## src/design/ktbl_pkg.sv

```systemverilog
// Shared types, codes and constants of the keyed token bucket limiter.
package ktbl_pkg;

    // Fixed field widths of the request and result transactions.
    localparam int NOW_W   = 48;
    localparam int AMT_W   = 32;
    localparam int RATE_W  = 24;
    localparam int WIN_W   = 32;
    localparam int TAKEN_W = 40;
    localparam int RES_W   = 32;
    localparam int KEY_W   = 8;
    localparam int CMD_W   = 2;
    localparam int SEL_W   = 2;
    localparam int STAT_W  = 2;

    // Configuration port geometry.
    localparam int NUM_CFG = 4;
    localparam int APB_AW  = 5;
    localparam int APB_DW  = 32;
    localparam int RIDX_W  = 3;

    // Microseconds per millisecond.
    localparam logic [9:0] US_PER_MS = 10'd1000;

    // Register reset values.
    localparam logic [RATE_W-1:0] RATE_RESET = 24'd1;
    localparam logic [WIN_W-1:0]  WIN_RESET  = 32'd1000;

    // Request commands.
    localparam logic [CMD_W-1:0] CMD_CONSUME = 2'd0;
    localparam logic [CMD_W-1:0] CMD_GRANT   = 2'd1;
    localparam logic [CMD_W-1:0] CMD_RELEASE = 2'd2;

    // Result status codes.
    localparam logic [STAT_W-1:0] ST_OK        = 2'd0;
    localparam logic [STAT_W-1:0] ST_THROTTLED = 2'd1;
    localparam logic [STAT_W-1:0] ST_UNKNOWN   = 2'd2;

    // Register indexes on the configuration port.
    localparam logic [RIDX_W-1:0] REG_RATE0 = 3'd0;
    localparam logic [RIDX_W-1:0] REG_WIN0  = 3'd1;
    localparam logic [RIDX_W-1:0] REG_RATE1 = 3'd2;
    localparam logic [RIDX_W-1:0] REG_WIN1  = 3'd3;
    localparam logic [RIDX_W-1:0] REG_RATE2 = 3'd4;
    localparam logic [RIDX_W-1:0] REG_WIN2  = 3'd5;
    localparam logic [RIDX_W-1:0] REG_RATE3 = 3'd6;
    localparam logic [RIDX_W-1:0] REG_WIN3  = 3'd7;

    typedef logic [NUM_CFG-1:0][RATE_W-1:0] rate_vec_t;
    typedef logic [NUM_CFG-1:0][WIN_W-1:0]  win_vec_t;

    // Datapath operations issued by the controller.
    typedef enum logic [3:0] {
        OP_NONE,
        OP_CAPTURE,
        OP_CREATE,
        OP_READ,
        OP_MUL_LD_REFILL,
        OP_MUL_LD_WAIT,
        OP_MUL_STEP,
        OP_DIV_LD_REFILL,
        OP_DIV_LD_WAIT,
        OP_DIV_STEP,
        OP_SETTLE,
        OP_DECIDE,
        OP_FINISH
    } dp_op_t;

    typedef struct packed {
        dp_op_t           op;
        logic [SEL_W-1:0] k;
    } dp_cmd_t;

    typedef struct packed {
        logic ignore;
        logic release_op;
        logic known;
        logic skip_refill;
        logic throttle;
        logic mul_done;
        logic div_done;
        logic div_ovf;
    } dp_stat_t;

endpackage

```

## src/design/ktbl_ctrl.sv

```systemverilog
// Controller: sequences the datapath through one request transaction.
module ktbl_ctrl
    import ktbl_pkg::*;
#(
    parameter int NUM_COUNTERS = 4
)
(
    input  logic     clk,
    input  logic     rst_n,
    input  logic     start,
    output logic     busy,
    output logic     done,
    output dp_cmd_t  cmd,
    input  dp_stat_t stat
);

    typedef enum logic [3:0] {
        S_IDLE,
        S_CHECK,
        S_CREATE,
        S_READ,
        S_BRANCH,
        S_MULR_LD,
        S_MULR_RUN,
        S_DIVR_LD,
        S_DIVR_RUN,
        S_SETTLE,
        S_DECIDE,
        S_MULW_LD,
        S_MULW_RUN,
        S_DIVW_LD,
        S_DIVW_RUN,
        S_FINISH
    } state_t;

    state_t           state_reg;
    state_t           state_next;
    logic [SEL_W-1:0] k_reg;
    logic             busy_reg;
    logic             done_reg;

    // Next state and the datapath operation of the current state.
    always_comb
    begin
        state_next = state_reg;
        cmd.op     = OP_NONE;
        cmd.k      = k_reg;
        case (state_reg)
            S_IDLE:
            begin
                if (start)
                begin
                    cmd.op     = OP_CAPTURE;
                    state_next = S_CHECK;
                end
            end
            S_CHECK:
            begin
                if (stat.ignore || (stat.release_op && !stat.known))
                    state_next = S_FINISH;
                else if (stat.release_op || stat.known)
                    state_next = S_READ;
                else
                    state_next = S_CREATE;
            end
            S_CREATE:
            begin
                cmd.op = OP_CREATE;
                if (k_reg == SEL_W'(NUM_COUNTERS - 1))
                    state_next = S_READ;
            end
            S_READ:
            begin
                cmd.op     = OP_READ;
                state_next = S_BRANCH;
            end
            S_BRANCH:
            begin
                if (stat.release_op)
                    state_next = S_FINISH;
                else if (stat.skip_refill)
                    state_next = S_SETTLE;
                else
                    state_next = S_MULR_LD;
            end
            S_MULR_LD:
            begin
                cmd.op     = OP_MUL_LD_REFILL;
                state_next = S_MULR_RUN;
            end
            S_MULR_RUN:
            begin
                if (stat.mul_done)
                    state_next = S_DIVR_LD;
                else
                    cmd.op = OP_MUL_STEP;
            end
            S_DIVR_LD:
            begin
                cmd.op     = OP_DIV_LD_REFILL;
                state_next = S_DIVR_RUN;
            end
            S_DIVR_RUN:
            begin
                if (stat.div_done)
                    state_next = S_SETTLE;
                else
                    cmd.op = OP_DIV_STEP;
            end
            S_SETTLE:
            begin
                cmd.op     = OP_SETTLE;
                state_next = S_DECIDE;
            end
            S_DECIDE:
            begin
                cmd.op     = OP_DECIDE;
                state_next = stat.throttle ? S_MULW_LD : S_FINISH;
            end
            S_MULW_LD:
            begin
                cmd.op     = OP_MUL_LD_WAIT;
                state_next = S_MULW_RUN;
            end
            S_MULW_RUN:
            begin
                if (stat.mul_done)
                    state_next = S_DIVW_LD;
                else
                    cmd.op = OP_MUL_STEP;
            end
            S_DIVW_LD:
            begin
                cmd.op     = OP_DIV_LD_WAIT;
                state_next = S_DIVW_RUN;
            end
            S_DIVW_RUN:
            begin
                if (stat.div_ovf || stat.div_done)
                    state_next = S_FINISH;
                else
                    cmd.op = OP_DIV_STEP;
            end
            S_FINISH:
            begin
                cmd.op     = OP_FINISH;
                state_next = S_IDLE;
            end
            default:
            begin
                state_next = S_IDLE;
            end
        endcase
    end

    // State, sweep counter and registered handshake outputs.
    always_ff @(posedge clk or negedge rst_n)
    begin
        if (!rst_n)
        begin
            state_reg <= S_IDLE;
            k_reg     <= '0;
            busy_reg  <= 1'b0;
            done_reg  <= 1'b0;
        end
        else
        begin
            state_reg <= state_next;
            done_reg  <= (state_reg == S_FINISH);
            if (state_reg == S_CHECK)
                k_reg <= '0;
            else if (state_reg == S_CREATE)
                k_reg <= k_reg + 1'b1;
            if (state_reg == S_IDLE && start)
                busy_reg <= 1'b1;
            else if (state_reg == S_FINISH)
                busy_reg <= 1'b0;
        end
    end

    assign busy = busy_reg;
    assign done = done_reg;

endmodule

```

## config.mk

```make
export PLATFORM = sky130hd
export DESIGN_NAME = ktbl_ctrl
export DESIGN_NICKNAME = d
export VERILOG_FILES = /design/src/design/ktbl_pkg.sv /design/src/design/ktbl_ctrl.sv
export SDC_FILE = /design/constraint.sdc
export NUM_CORES = 1
export LEC_CHECK = 0
export ABC_AREA = 1
export CAP_MARGIN = 20
export CORE_AREA = 2 2 39 41
export DETAILED_ROUTE_END_ITERATION = 7
export DIE_AREA = 0 0 41 43
export DONT_BUFFER_PORTS = 1
export GPL_TIMING_DRIVEN = 0
export PLACE_DENSITY = 0.66
export SYNTH_ARGS = -nofsm -noshare
export SYNTH_HDL_FRONTEND = slang
export SYNTH_SLANG_ARGS = --single-unit
export TNS_END_PERCENT = 30
```

## constraint.sdc

```tcl
create_clock -name clk -period 3.1 [get_ports clk]
set_input_delay 0.62 -clock clk [delete_from_list [all_inputs] [get_ports clk]]
set_output_delay 0.62 -clock clk [all_outputs]
set_load 0.005 [all_outputs]
```

== Word level (Yosys, flattened, before mapping) ==
Cells that the tools add are included.
Operators by class
  reduce and logical (&&, ||, !) cells: 11
  $add $sub $neg: 1
  eq/ne operators: 22
  multiplexer cells: 21
Operator list (number)
  one-hot mux 4 bit (16 select lines): 1
  one-hot mux 4 bit (13 select lines): 1
  2-to-1 mux 4 bit: 11
  equality test 4 bit (second input constant): 8
  equality test 4 x 3 -> 1 bit (second input constant): 4
  != test 2 bit (second input constant): 6
  equality test 4 x 2 -> 1 bit (second input constant): 2
  2-to-1 mux 3 bit: 2
  AND reduction 6 bit: 1
  equality test 4 x 1 -> 1 bit (second input constant): 1
  zero test 4 bit: 1
  2-to-1 mux 1 bit: 4
  2-to-1 mux 2 bit: 2
  nonzero test 2 bit: 2
  logical OR 1 bit: 3
  adder 2 x 1 -> 2 bit (second input constant): 1
  equality test 2 bit (second input constant): 1
  logical AND 1 bit: 2
  OR reduction 2 bit: 1
  zero test 1 bit: 1
Storage, ports and cells
  flip-flop bits (word level): 8
  output and inout port bits: 8
  logic and storage cells: 59
  input bits: 11

== Longest topological paths before layout ==
  depth in word-level cells: 5
  mapped depth: 7

== Worst setup path before layout ==
OpenSTA, ideal clock, no wires.
  path kind: input port to output port
  start: input stat[0] (netlist bit)
  end: output cmd[2] (netlist bit)
  arrival: 978 ps
  buffers on the path: 0
  path slack: 1502 ps
  cell stages on the path: 5
  data required time: 2480 ps
  cell sequence: nor2_1 > nand3_1 > nand2_1 > inv_1 > nand3_1
RTL lines
  start: declaration: RTL line ktbl_ctrl.sv:14  | input dp_stat_t stat
  end: declaration: RTL line ktbl_ctrl.sv:13  | output dp_cmd_t cmd,

==> results.py <==
metrics = {
    "global_routing": {
        "grtUsageMet3_pct": 9.424,
        "met2_usage_pct": 22.19,
        "grt_busiest_layer": "met2",
        "grt_pass1_vias": 508,
        "grt_max_degree": 9,
        "grt_usage_pct": 15.86,
        "met1_usage_pct": 20.33,
        "grt-ovfl-total": 0,
        "grt_pass1_wl_mm": 1.890,
        "antenna_found_initial": 0,
    },
    "sta": {
        "finalSetupViolCount": 0,
        "fmax_mhz": 488.8,
        "rsz0062_at_grt": "no",
        "final_max_slew_viol_count": 0,
        "period_minus_slack_ns": 2.046,
        "worst_slew_pin_slew_ns": 0.3275,
        "fin_skew_ns": 0.003259,
        "slew_headroom_pct": 78.08,
        "hold_viol": 0,
        "tns_ns": 0,
        "period_share_pct": 66.00,
    },
    "floorplan": {
        "num_rows": 14,
        "die_w_um": 41,
        "die_h_um": 43,
        "dieArea_mm2": 0.001763,
        "initial_core_util_pct": 40.05,
        "coreArea_mm2": 0.001384,
        "ios": 19,
    },
    "critical_path": {
        "worstSetupPathType": "reg -> out",
        "arrival_ns": 1.43,
        "critPathRequiredTime_ns": 2.48,
        "cp_slowest_cell": "dfrtp_1",
        "r2r_setup_slack_ns": 1.83,
        "path_max_fanout": 7,
        "path_buf_inv": 2,
        "end_kind": "primary output",
        "crit_family": "flip-flops",
        "crit_path_cell_trace": "nor2_2, inv_1, nand2_1, inv_1, nand2_1, o211ai_2",
        "max_stage_delay_ns": 0.46,
        "critPathLaunchType": "flop",
    },
    "detailed_routing": {
        "routed_wl_mm": 1.205,
        "wire_per_inst_um": 11.37,
        "drt-vias-per-instance": 5.198,
        "first_iter_violations": 16,
        "ant_nets": 0,
        "vias": 551,
        "drc": 0,
        "drt_pre_antenna_iters": 4,
    },
    "finish": {
        "final_layout_size_suffix_gt1_share_pct": 7.778,
        "antenna_cells": 0,
        "final_common_cell": "nand2_1",
        "area_delta_synth_final_pct": 7.675,
        "largest_register_ff_count": 4,
        "stdcell_area_um2": 596.8,
        "nFillCells": 164,
        "final_cell_mix": "nand2_1, nor2_1, inv_1",
        "nNetsFinal": 104,
    },
    "place": {
        "portBuffers": 0,
        "dp.final_hpwl_um": 987.2,
        "place_area_um2": 574.3,
        "gp_congestion": 0.7874,
    },
    "clock_tree": {
        "post_cts_buffers": 0,
        "clk_pin_slew_ns": 0.05,
        "clk-insertion-delay-late_ns": 0.25,
        "cts-root-buf": "clkbuf_4",
        "post_cts_resized": 0,
        "holdBufCountCts": 0,
        "clock_path_buffers": 2,
        "cts_sinks": 8,
        "htreeDepth": 1,
        "cts_buffers": 3,
        "cts_tree": "done",
    },
    "hold_path": {
        "min_path_type": "in -> async",
    },
    "yosys": {
        "syn_nets": 99,
        "yosys_warnings": 0,
        "synth_seq_area_share_pct": 36.12,
        "postSynthAreaPerCell_um2": 6.371,
        "syn_inst": 87,
        "netlist_area_um2": 554.3,
        "synth-seq-cells": 8,
        "synth.distinct_cells": 15,
    },
    "status": {
        "outcome": "completed",
    },
    "pwr": {
        "peakVddDrop_mv": 0.3992,
        "finalPower_uw": 625.9,
        "leakage_uw": 0.0003234,
        "p_per_area_mw_per_mm2": 1049,
    },
    "run": {
        "cap_viol_max_count": 0,
    },
}
==> cells by family after synthesis <==
group,count (synthesis),share of synthesized area [%]
flops,8,36.12
fa+ha+maj,1,2.257
compound gates,9,10.38
buf+inv,14,9.481
simple gates,55,41.76
==> worst reg2reg max path, cell delays in order, from the launching register on <==
cell and delay [ns]:
dfrtp_1 0.45, inv_1 0.06, nor2_1 0.27, nand2_1 0.11, nor2_1 0.11, nor2_1 0.06
nand2_1 0.06, nor2_1 0.04
==> report_power, final <==
group          leakage [uW]  internal [uW]  switching [uW]  total, uW
logic              0.000211            112             213        325
clock network     0.0000138           44.1            32.8       76.9
registers         0.0000988            156            67.8        224
total              0.000323            312             314        626
==> layout make-up <==
type | count | area (um2) | area share, %
clock buffer | 3 | 22.52 | 3.774
inverter | 14 | 52.55 | 8.805
multi-input combinational | 65 | 301.5 | 50.52
sequential | 8 | 200.2 | 33.54
tap | 16 | 20.02 | 3.354
==> worst paths after layout <==
kind | start | to | cells past startpoint
max | state_reg[0]$_DFFE_PN0P_ | cmd[5] | 6
min | rst_n | busy$_DFFE_PN0P_ | 0
max reg2reg | state_reg[1]$_DFFE_PN0P_ | state_reg[0]$_DFFE_PN0P_ | 7
min reg2reg | busy$_DFFE_PN0P_ | busy$_DFFE_PN0P_ | 2
max in group asynchronous | rst_n | state_reg[2]$_DFFE_PN0P_ | 0
min in group clk | stat[6] | state_reg[1]$_DFFE_PN0P_ | 2
==> cell usage after synthesis <==
cell type	count	area, um2
o21ai_1	1	5.000
nand3_1	9	45.04
o211ai_2	1	12.51
a21oi_1	1	5.000
inv_2	1	3.750
nand4_1	2	12.51
nand2_1	24	90.09
nor2_1	17	63.81
nand3b_1	1	7.510
nor2_2	2	12.51
inv_1	13	48.80
o211ai_1	2	15.01
o21ai_0	4	20.02
ha_1	1	12.51
dfrtp_1	8	200.2
==> layer usage <==
| metal | up-vias | wire (um) |
|---|---|---|
| met5 | - | 0 |
| met4 | 0 | 0 |
| met3 | 0 | 86 |
| met2 | 21 | 591 |
| met1 | 243 | 527 |
| li1 | 287 | - |
==> per-stage QoR <==
stage | utilization [%] | hold slack, ns | setup slack (ns) | std cells
5_1_grt | 43.13 | 0.04456 | 0.9106 | 106
6_report | 43.13 | 0.06175 | 1.054 | 106
4_1_cts | 43.13 | 0.05601 | 1.061 | 106
3_3_place_gp | 41.50 | 0.3245 | 1.336 | 103
3_5_place_dp | 41.50 | 0.3245 | 1.338 | 103
2_1_floorplan | - | 0.3244 | 1.502 | 87
(Power assumes the default switching activity.)
