--- src/design/ktbl_pkg.sv ---
// Shared types, codes and constants of the keyed token bucket limiter.
package ktbl_pkg;

    // Fixed field widths of the request and result transactions.
    localparam int NOW_W   = 48;
    localparam int AMT_W   = 32;
    localparam int RATE_W  = 24;
    localparam int WIN_W   = 32;
    localparam int TAKEN_W = 40;
    localparam int RES_W   = 32;
    localparam int KEY_W   = 8;
    localparam int CMD_W   = 2;
    localparam int SEL_W   = 2;
    localparam int STAT_W  = 2;

    // Configuration port geometry.
    localparam int NUM_CFG = 4;
    localparam int APB_AW  = 5;
    localparam int APB_DW  = 32;
    localparam int RIDX_W  = 3;

    // Microseconds per millisecond.
    localparam logic [9:0] US_PER_MS = 10'd1000;

    // Register reset values.
    localparam logic [RATE_W-1:0] RATE_RESET = 24'd1;
    localparam logic [WIN_W-1:0]  WIN_RESET  = 32'd1000;

    // Request commands.
    localparam logic [CMD_W-1:0] CMD_CONSUME = 2'd0;
    localparam logic [CMD_W-1:0] CMD_GRANT   = 2'd1;
    localparam logic [CMD_W-1:0] CMD_RELEASE = 2'd2;

    // Result status codes.
    localparam logic [STAT_W-1:0] ST_OK        = 2'd0;
    localparam logic [STAT_W-1:0] ST_THROTTLED = 2'd1;
    localparam logic [STAT_W-1:0] ST_UNKNOWN   = 2'd2;

    // Register indexes on the configuration port.
    localparam logic [RIDX_W-1:0] REG_RATE0 = 3'd0;
    localparam logic [RIDX_W-1:0] REG_WIN0  = 3'd1;
    localparam logic [RIDX_W-1:0] REG_RATE1 = 3'd2;
    localparam logic [RIDX_W-1:0] REG_WIN1  = 3'd3;
    localparam logic [RIDX_W-1:0] REG_RATE2 = 3'd4;
    localparam logic [RIDX_W-1:0] REG_WIN2  = 3'd5;
    localparam logic [RIDX_W-1:0] REG_RATE3 = 3'd6;
    localparam logic [RIDX_W-1:0] REG_WIN3  = 3'd7;

    typedef logic [NUM_CFG-1:0][RATE_W-1:0] rate_vec_t;
    typedef logic [NUM_CFG-1:0][WIN_W-1:0]  win_vec_t;

    // Datapath operations issued by the controller.
    typedef enum logic [3:0] {
        OP_NONE,
        OP_CAPTURE,
        OP_CREATE,
        OP_READ,
        OP_MUL_LD_REFILL,
        OP_MUL_LD_WAIT,
        OP_MUL_STEP,
        OP_DIV_LD_REFILL,
        OP_DIV_LD_WAIT,
        OP_DIV_STEP,
        OP_SETTLE,
        OP_DECIDE,
        OP_FINISH
    } dp_op_t;

    typedef struct packed {
        dp_op_t           op;
        logic [SEL_W-1:0] k;
    } dp_cmd_t;

    typedef struct packed {
        logic ignore;
        logic release_op;
        logic known;
        logic skip_refill;
        logic throttle;
        logic mul_done;
        logic div_done;
        logic div_ovf;
    } dp_stat_t;

endpackage

--- src/design/ktbl_regs.sv ---
// Configuration register file with its APB-style access port.
module ktbl_regs
    import ktbl_pkg::*;
(
    input  logic              clk,
    input  logic              rst_n,
    input  logic              psel,
    input  logic              penable,
    input  logic              pwrite,
    input  logic [APB_AW-1:0] paddr,
    input  logic [APB_DW-1:0] pwdata,
    output logic [APB_DW-1:0] prdata,
    output logic              pready,
    output rate_vec_t         rate_vec,
    output win_vec_t          win_vec
);

    rate_vec_t         rate_reg;
    win_vec_t          win_reg;
    logic              wr_en;
    logic [RIDX_W-1:0] ridx;

    assign pready = 1'b1;
    assign wr_en  = psel && penable && pwrite;
    assign ridx   = paddr[APB_AW-1:2];

    // Register writes complete in the access cycle.
    always_ff @(posedge clk or negedge rst_n)
    begin
        if (!rst_n)
        begin
            for (int i = 0; i < NUM_CFG; i++)
            begin
                rate_reg[i] <= RATE_RESET;
                win_reg[i]  <= WIN_RESET;
            end
        end
        else if (wr_en)
        begin
            case (ridx)
                REG_RATE0: rate_reg[0] <= pwdata[RATE_W-1:0];
                REG_WIN0:  win_reg[0]  <= pwdata[WIN_W-1:0];
                REG_RATE1: rate_reg[1] <= pwdata[RATE_W-1:0];
                REG_WIN1:  win_reg[1]  <= pwdata[WIN_W-1:0];
                REG_RATE2: rate_reg[2] <= pwdata[RATE_W-1:0];
                REG_WIN2:  win_reg[2]  <= pwdata[WIN_W-1:0];
                REG_RATE3: rate_reg[3] <= pwdata[RATE_W-1:0];
                REG_WIN3:  win_reg[3]  <= pwdata[WIN_W-1:0];
                default:   ;
            endcase
        end
    end

    // Read mux.
    always_comb
    begin
        case (ridx)
            REG_RATE0: prdata = APB_DW'(rate_reg[0]);
            REG_WIN0:  prdata = APB_DW'(win_reg[0]);
            REG_RATE1: prdata = APB_DW'(rate_reg[1]);
            REG_WIN1:  prdata = APB_DW'(win_reg[1]);
            REG_RATE2: prdata = APB_DW'(rate_reg[2]);
            REG_WIN2:  prdata = APB_DW'(win_reg[2]);
            REG_RATE3: prdata = APB_DW'(rate_reg[3]);
            REG_WIN3:  prdata = APB_DW'(win_reg[3]);
            default:   prdata = '0;
        endcase
    end

    assign rate_vec = rate_reg;
    assign win_vec  = win_reg;

endmodule

--- config.mk ---
export PLATFORM = sky130hd
export DESIGN_NAME = ktbl_regs
export DESIGN_NICKNAME = d
export VERILOG_FILES = /design/src/design/ktbl_pkg.sv /design/src/design/ktbl_regs.sv
export SDC_FILE = /design/constraint.sdc
export NUM_CORES = 1
export LEC_CHECK = 0
export BUFFER_PORTS_ARGS = -buffer_cell sky130_fd_sc_hd__buf_2
export CORE_ASPECT_RATIO = 1.75
export CORE_MARGIN = 2
export CORE_UTILIZATION = 30
export DETAILED_ROUTE_END_ITERATION = 8
export PLACE_DENSITY = 0.47
export SLEW_MARGIN = 0
export SYNTH_ARGS = -nofsm -noshare
export SYNTH_HDL_FRONTEND = slang
export SYNTH_SLANG_ARGS = --single-unit
--- constraint.sdc ---
create_clock -name clk -period 2.45 [get_ports clk]
set_clock_uncertainty 0.2 [all_clocks]
set_input_delay 0.49 -clock clk [delete_from_list [all_inputs] [get_ports clk]]
set_output_delay 0.49 -clock clk [all_outputs]
set_load 0.05 [all_outputs]
After elaboration in Yosys (flattened, before gate mapping)
Index checks and enable logic that the tools add are counted. W data, S select, Z words.

Bits in registers: 224. Bits of input ports: 42. Output and inout bits: 257. Word-level logic and storage cells: 27.

Eq/ne operators: 7. Mux-type cells: 1. Reduce and logical (&&, ||, !) cells: 11.

Operator list (number): $pmux W32 S8 (1); $reduce_and A2 Y1 (8); $eq A3 B3 Y1 const B (4); $eq A3 B2 Y1 const B (2); $eq A3 B1 Y1 const B (1); $logic_not A3 Y1 (1); $logic_and A1 B1 Y1 (2).

Logic depth before layout (Yosys ltp)
Gate-level depths: netlist of run 1.

Depth after elaboration: 3. Gate-level depth with buffers: 6. Mapped depth without buffers: 3.

Worst setup path before layout of run 1
No wires, ideal clock.

Path type: input to output. Start point: input port paddr[3]. End point: output port prdata[18]. Arrival time: 2.172 ns. Data required time: 1.760 ns. Path slack: -0.412 ns. Stages on the path: 6. Path buffers: 3. Cells stage by stage: buf_4 > buf_4 > buf_6 > a21oi_1 > a211o_1 > a31oi_1.

Word-level cells in the longest chain between the ends: 2. Elaborated cells between the ends (all ways): 9. Those cells by class: eq/ne: 7; mux: 1; reduce/logical: 1.

RTL lines: start, declared (RTL line ktbl_regs.sv:10) `input logic [APB_AW-1:0] paddr,`; $eq A3 B3 Y1 (tied with other cells) (RTL line ktbl_regs.sv:57) `case (ridx)`; $pmux W32 S8 * (RTL line ktbl_regs.sv:57); end, declared (RTL line ktbl_regs.sv:12) `output logic [APB_DW-1:0] prdata,`.

Every way passes the cells marked *; elsewhere a longest branch is shown, timed or not.

Final worst setup path of run 1
Start point: register rate_reg (netlist bit rate_vec[72]). End point: output port prdata[0].

Word-level cells in the longest chain between the ends: 1.

RTL lines: start, declared (RTL line ktbl_regs.sv:18) `rate_vec_t rate_reg;`; $pmux W32 S8 (RTL line ktbl_regs.sv:57).

No other way between the ends.

==> results of run 1 <==
power by group through the flow:
| stage | combinational, mW | clock, mW | sequential, mW |
|---|---|---|---|
| after floorplan | 1.46 | 0 | 7.60 |
| after detailed placement | 5.47 | 0 | 5.18 |
| after global routing | 5.91 | 3.95 | 5.21 |
| after CTS | 5.63 | 3.85 | 5.11 |
| final | 5.66 | 3.70 | 5.09 |
| after global placement | 5.44 | 0 | 5.16 |
per-layer routing:
layer	wire [um]	vias up	track usage
li1	-	3336	-
met3	1670	46	0.0289
met2	19800	228	0.384
met5	0	-	0
met4	854	0	0.0562
met1	13500	3885	0.226
path summary, 6_finish.rpt:
check,from,to,depth (start not counted)
setup / recovery,rate_vec[72],prdata[0],4
hold / removal,pwdata[28],win_vec[124],2
setup reg to reg,win_vec[120],win_vec[120],3
hold reg to reg,win_vec[93],win_vec[93],1
max in group asynchronous,rst_n,win_vec[80],3
min in group asynchronous,rst_n,rate_vec[6],2
kinds of logic (layout without fill, tap and decap cells):
family	Yosys count	in the layout	synth area share
compound gates	74	74	0.0570
simple gates	32	32	0.0193
mux	302	302	0.334
other cells	1	1	0.000368
buf+inv	72	454	0.0356
flops	224	224	0.554
synth_stat cells, drive strengths merged:
cell      n
mux2    224
dfrtp   196
mux2i    70
buf      35
dfstp    28
o22a     23
o22ai    23
inv      22
a221oi   21
clkbuf   15
nor2     10
and2      8
mux4      8
nand2b    4
a211oi    2
nand2     2
nor3b     2
or3       2
a211o     1
a21oi     1
a22oi     1
a31oi     1
a32oi     1
conb      1
nand4     1
nand4b    1
nor2b     1
nor3      1
flip-flops by register name, summed over array words and instances, names as in the netlist:
name	count
win_vec	128
rate_vec	96
area by class of cell:
cell class	count	area (um2)
fillers	3269	19400
flip-flops and latches	224	5640
multi-input cells	409	4360
repair buffers	392	2770
clock buffers	30	632
well taps	455	569
clock inverters	10	145
inverters	22	82.6
repair_timing:
item | 4_1_cts | 5_1_grt
setup endpoints to repair | 28 | 28
cloned | 1 | 0
pin swaps | 0 | 2
buffers inserted | 11 | 8
hold endpoints to repair | 49 | 0
resized for setup | 40 | 29
hold buffers | 7 | 0
==> impl_metrics.json, run 1 <==
{
  "num_rows": 89,
  "hold_viol_final": 0,
  "rsz0062_at_grt": "true",
  "clock_path_buffers": 3,
  "synth_area_um2": 10200,
  "final_common_cell": "buf_2",
  "grt_pass1_vias": 7795,
  "dp_hpwl_mm": 25.2,
  "grt_max_degree": 58,
  "hp-class": "primary input to register",
  "synth.distinct_cells": 31,
  "initialDrtViolationCount": 232,
  "violations": "negative setup slack",
  "yosysSeqAreaShare": 0.554,
  "crit_family": "flip-flops",
  "vias": 7495,
  "status": "finished, violations left",
  "cts_sinks": 224,
  "postSynthCellCount": 705,
  "start_kind": "register",
  "clk_pin_slew_ns": 0.07,
  "timing.hold.ws_ns": 0.0357,
  "ant_nets": 0,
  "dieArea_um2": 35500,
  "comb_power_share": 0.392,
  "netSwitchingFraction": 0.427,
  "cap_violations": 0,
  "post-place-ws_ns": -0.163,
  "wl_per_cell_um": 23.2,
  "instances_no_fill": 1542,
  "max_freq_mhz": 407,
  "syn2layout_area_growth_pct": 39.4,
  "n_antenna_cell": 0,
  "crit_required_ns": 1.76,
  "antenna_found_initial": 0,
  "place_congestion": 0.773,
  "dp.cells": 1475,
  "intPower_mw": 8.28,
  "period_needed_ns": 2.46,
  "dieWidth_um": 143,
  "power_leakage_nw": 6.94,
  "die_y_um": 248,
  "htree_num_levels": 1,
  "fin_area_um2": 14200,
  "final_cell_mix": "262 x buf_2, 224 x mux2_2, 196 x dfrtp_1",
  "r2r_slack_ns": 1.25,
  "path_cells": "mux2i_1 > a221oi_2 > o22a_1 > buf_6",
  "floorplan.initialDensity": 0.303,
  "synth_nets": 747,
  "p_sw_mw": 6.18,
  "crit_arrival_ns": 1.77,
  "placed_cell_area_um2": 12900,
  "ir_drop_mv": 0.528,
  "drive_gt1_frac": 0.666,
  "viasPerCell": 4.86,
  "period_share": 1.00,
  "syn_area_per_cell_um2": 14.5,
  "yosys_warnings": 0,
  "synth.area.top_cells": "dfrtp_1 48%, mux2_2 25%, dfstp_2 7.2%",
  "synth_top_area_cell": "dfrtp_1",
  "crit_path_end_kind": "output port",
  "path_class": "register to output port",
  "seqPwrFrac": 0.352,
  "firstDrtPassIters": 4,
  "cp_num_buf_inv": 1,
  "core-area_um2": 33600,
  "grt_pass1_wl_mm": 52.4,
  "io-pin-count": 299,
  "cts_buffers": 23,
  "yosys.area.top_type_share": 0.481,
  "power_mw": 14.5,
  "gr-total-overflow": 0,
  "wl_mm": 35.8,
  "port_buffers": 295,
  "synth-seq-cells": 224,
  "power_per_cell_area_nw_per_um2": 1020,
  "slowest_delay_ns": 0.54,
  "setup_viol": 1,
  "utilization": 0.422,
  "finalMaxSlewViolations": 0,
  "drc": 0,
  "pwr-share-clk": 0.256,
  "cts_tree": "built",
  "cts-root-buf": "clkbuf_16",
  "grt_use_total": 0.200,
  "fin_nets": 1114,
  "slowest_stage": "dfstp_2",
  "tns_ns": -0.00825,
  "clk_latency_ns": 0.54,
  "path_max_fanout": 3,
  "worst_slack_ns": -0.00825
}
Note: power is estimated with default switching activity, not from simulation.
==> run 2, diff against run 1 <==
--- a/config.mk
+++ b/config.mk
@@ -8,9 +8,9 @@
 export BUFFER_PORTS_ARGS = -buffer_cell sky130_fd_sc_hd__buf_2
 export CORE_ASPECT_RATIO = 1.75
 export CORE_MARGIN = 2
-export CORE_UTILIZATION = 30
+export CORE_UTILIZATION = 52
 export DETAILED_ROUTE_END_ITERATION = 8
-export PLACE_DENSITY = 0.47
+export PLACE_DENSITY = 0.79
 export SLEW_MARGIN = 0
 export SYNTH_ARGS = -nofsm -noshare
 export SYNTH_HDL_FRONTEND = slang
==> impl_metrics.json, run 2 (synthesis gave the netlist of run 1 again) <==
{
  "status": "complete, no violations",
  "max_freq_mhz": 410,
  "port_buffers": 295,
  "r2r_cells": 1,
  "grt_use_total": 0.288,
  "final_common_cell": "buf_2",
  "initialDrtViolationCount": 353,
  "clk_latency_ns": 0.50,
  "timing.hold.ws_ns": 0.0582,
  "hp-class": "primary input to register",
  "instances_no_fill": 1294,
  "hold_viol_final": 0,
  "period_needed_ns": 2.44,
  "cp_num_buf_inv": 2,
  "cts-root-buf": "clkbuf_16",
  "slowest_delay_ns": 0.55,
  "power_mw": 13.7,
  "min_from": "pwdata[29]",
  "path_class": "register to output port",
  "wl_mm": 30.7,
  "ir_drop_mv": 0.786,
  "start_kind": "register",
  "floorplan.initialDensity": 0.531,
  "dieWidth_um": 110,
  "r2r_start": "rate_vec[33]",
  "dp.cells": 1245,
  "dieArea_um2": 20800,
  "crit_cells": 4,
  "p_sw_mw": 5.91,
  "tightest_slew_ns": 0.656,
  "regToRegEndpoint": "rate_vec[33]",
  "crit_required_ns": 1.76,
  "drive_gt1_frac": 0.650,
  "cts_sinks": 224,
  "io-pin-count": 299,
  "crit_path_end_kind": "output port",
  "utilization": 0.699,
  "clock_path_buffers": 3,
  "power_leakage_nw": 6.68,
  "power_per_cell_area_nw_per_um2": 1020,
  "seqPwrFrac": 0.372,
  "finalMaxSlewViolations": 0,
  "slowest_stage": "dfstp_2",
  "setup_viol": 0,
  "cap_violations": 0,
  "grt_pass1_wl_mm": 44.9,
  "viasPerCell": 5.89,
  "wl_per_cell_um": 23.7,
  "crit_arrival_ns": 1.75,
  "rsz0062_at_grt": "true",
  "holdPathEnd": "win_vec[29]",
  "grt_pass1_vias": 7896,
  "firstDrtPassIters": 5,
  "path_max_fanout": 3,
  "intPower_mw": 7.76,
  "grt_max_degree": 82,
  "clk_pin_slew_ns": 0.06,
  "final_cell_mix": "265 x buf_2, 224 x mux2_2, 196 x dfrtp_1",
  "vias": 7617,
  "path_cells": "inv_1 > a221oi_1 > o22a_1 > buf_6",
  "core-area_um2": 19200,
  "pwr-share-clk": 0.226,
  "netSwitchingFraction": 0.432,
  "gr-total-overflow": 0,
  "die_y_um": 189,
  "cts_tree": "built",
  "crit_family": "flip-flops",
  "period_share": 0.995,
  "htree_num_levels": 1,
  "antenna_found_initial": 1,
  "slew_headroom": 0.563,
  "place_congestion": 0.850,
  "cts_buffers": 21,
  "largest_register_ffs": 128,
  "num_rows": 67,
  "dp_hpwl_mm": 21.2,
  "drc": 0,
  "fin_nets": 1080,
  "comb_power_share": 0.402,
  "min_path_cells": 2,
  "syn2layout_area_growth_pct": 31.7,
  "ant_nets": 0,
  "r2r_slack_ns": 1.41
}
## run 2: area by class of cell
type / count / area [um2]
fillers: 1335 / 5780
flip-flops and latches: 224 / 5640
multi-input cells: 409 / 4300
repair buffers: 360 / 2440
clock buffers: 29 / 606
well taps: 241 / 302
inverters: 22 / 82.6
clock inverters: 8 / 46.3
diodes: 1 / 2.50
## run 2: per-layer routing
layer	GRT usage	share of wire	routed length (um)	up-vias
met5	0	0	0	-
met4	0.137	0.050	1530	0
met3	0.0496	0.057	1760	96
met2	0.523	0.54	16600	319
met1	0.317	0.35	10800	3935
li1	-	-	-	3267
## run 2: repair_timing
| item | in CTS | in global routing |
|---|---|---|
| cloned | 1 | 3 |
| hold endpoints to repair | 54 | 0 |
| hold buffers | 1 | 0 |
| setup buffers | 0 | 6 |
| pin swaps | 0 | 0 |
| setup endpoints to repair | 19 | 30 |
| gates resized for setup | 16 | 42 |
## run 2: how the worst max path moves through the flow
stage | end | from | slack [ns]
finish | prdata[0] | rate_vec[24] | 0.01
CTS | prdata[9] | paddr[3] | -0.03
global route | prdata[19] | rate_vec[91] | -0.02
global placement | prdata[9] | paddr[3] | -0.04
detailed placement | prdata[9] | paddr[3] | -0.09
floorplan | prdata[18] | paddr[3] | -0.01
## run 2: power groups by stage
stage | registers, mW | clock network [mW] | logic, mW
floorplan | 7.60 | 0 | 1.46
global placement | 5.10 | 0 | 5.31
detailed placement | 5.15 | 0 | 5.37
CTS | 5.08 | 3.16 | 5.43
global route | 5.17 | 3.29 | 5.71
finish | 5.08 | 3.09 | 5.50
## run 2: metrics by stage
stage / setup slack (ns) / setup TNS [ns] / area (um2)
6_report: 0.0123 / 0 / 13400
5_1_grt: -0.0246 / -0.0750 / 13400
4_1_cts: -0.0347 / -0.107 / 13200
3_5_place_dp: -0.0918 / -0.736 / 12500
3_3_place_gp: -0.0398 / -0.436 / 12500
2_1_floorplan: -0.00962 / -0.00962 / 10200
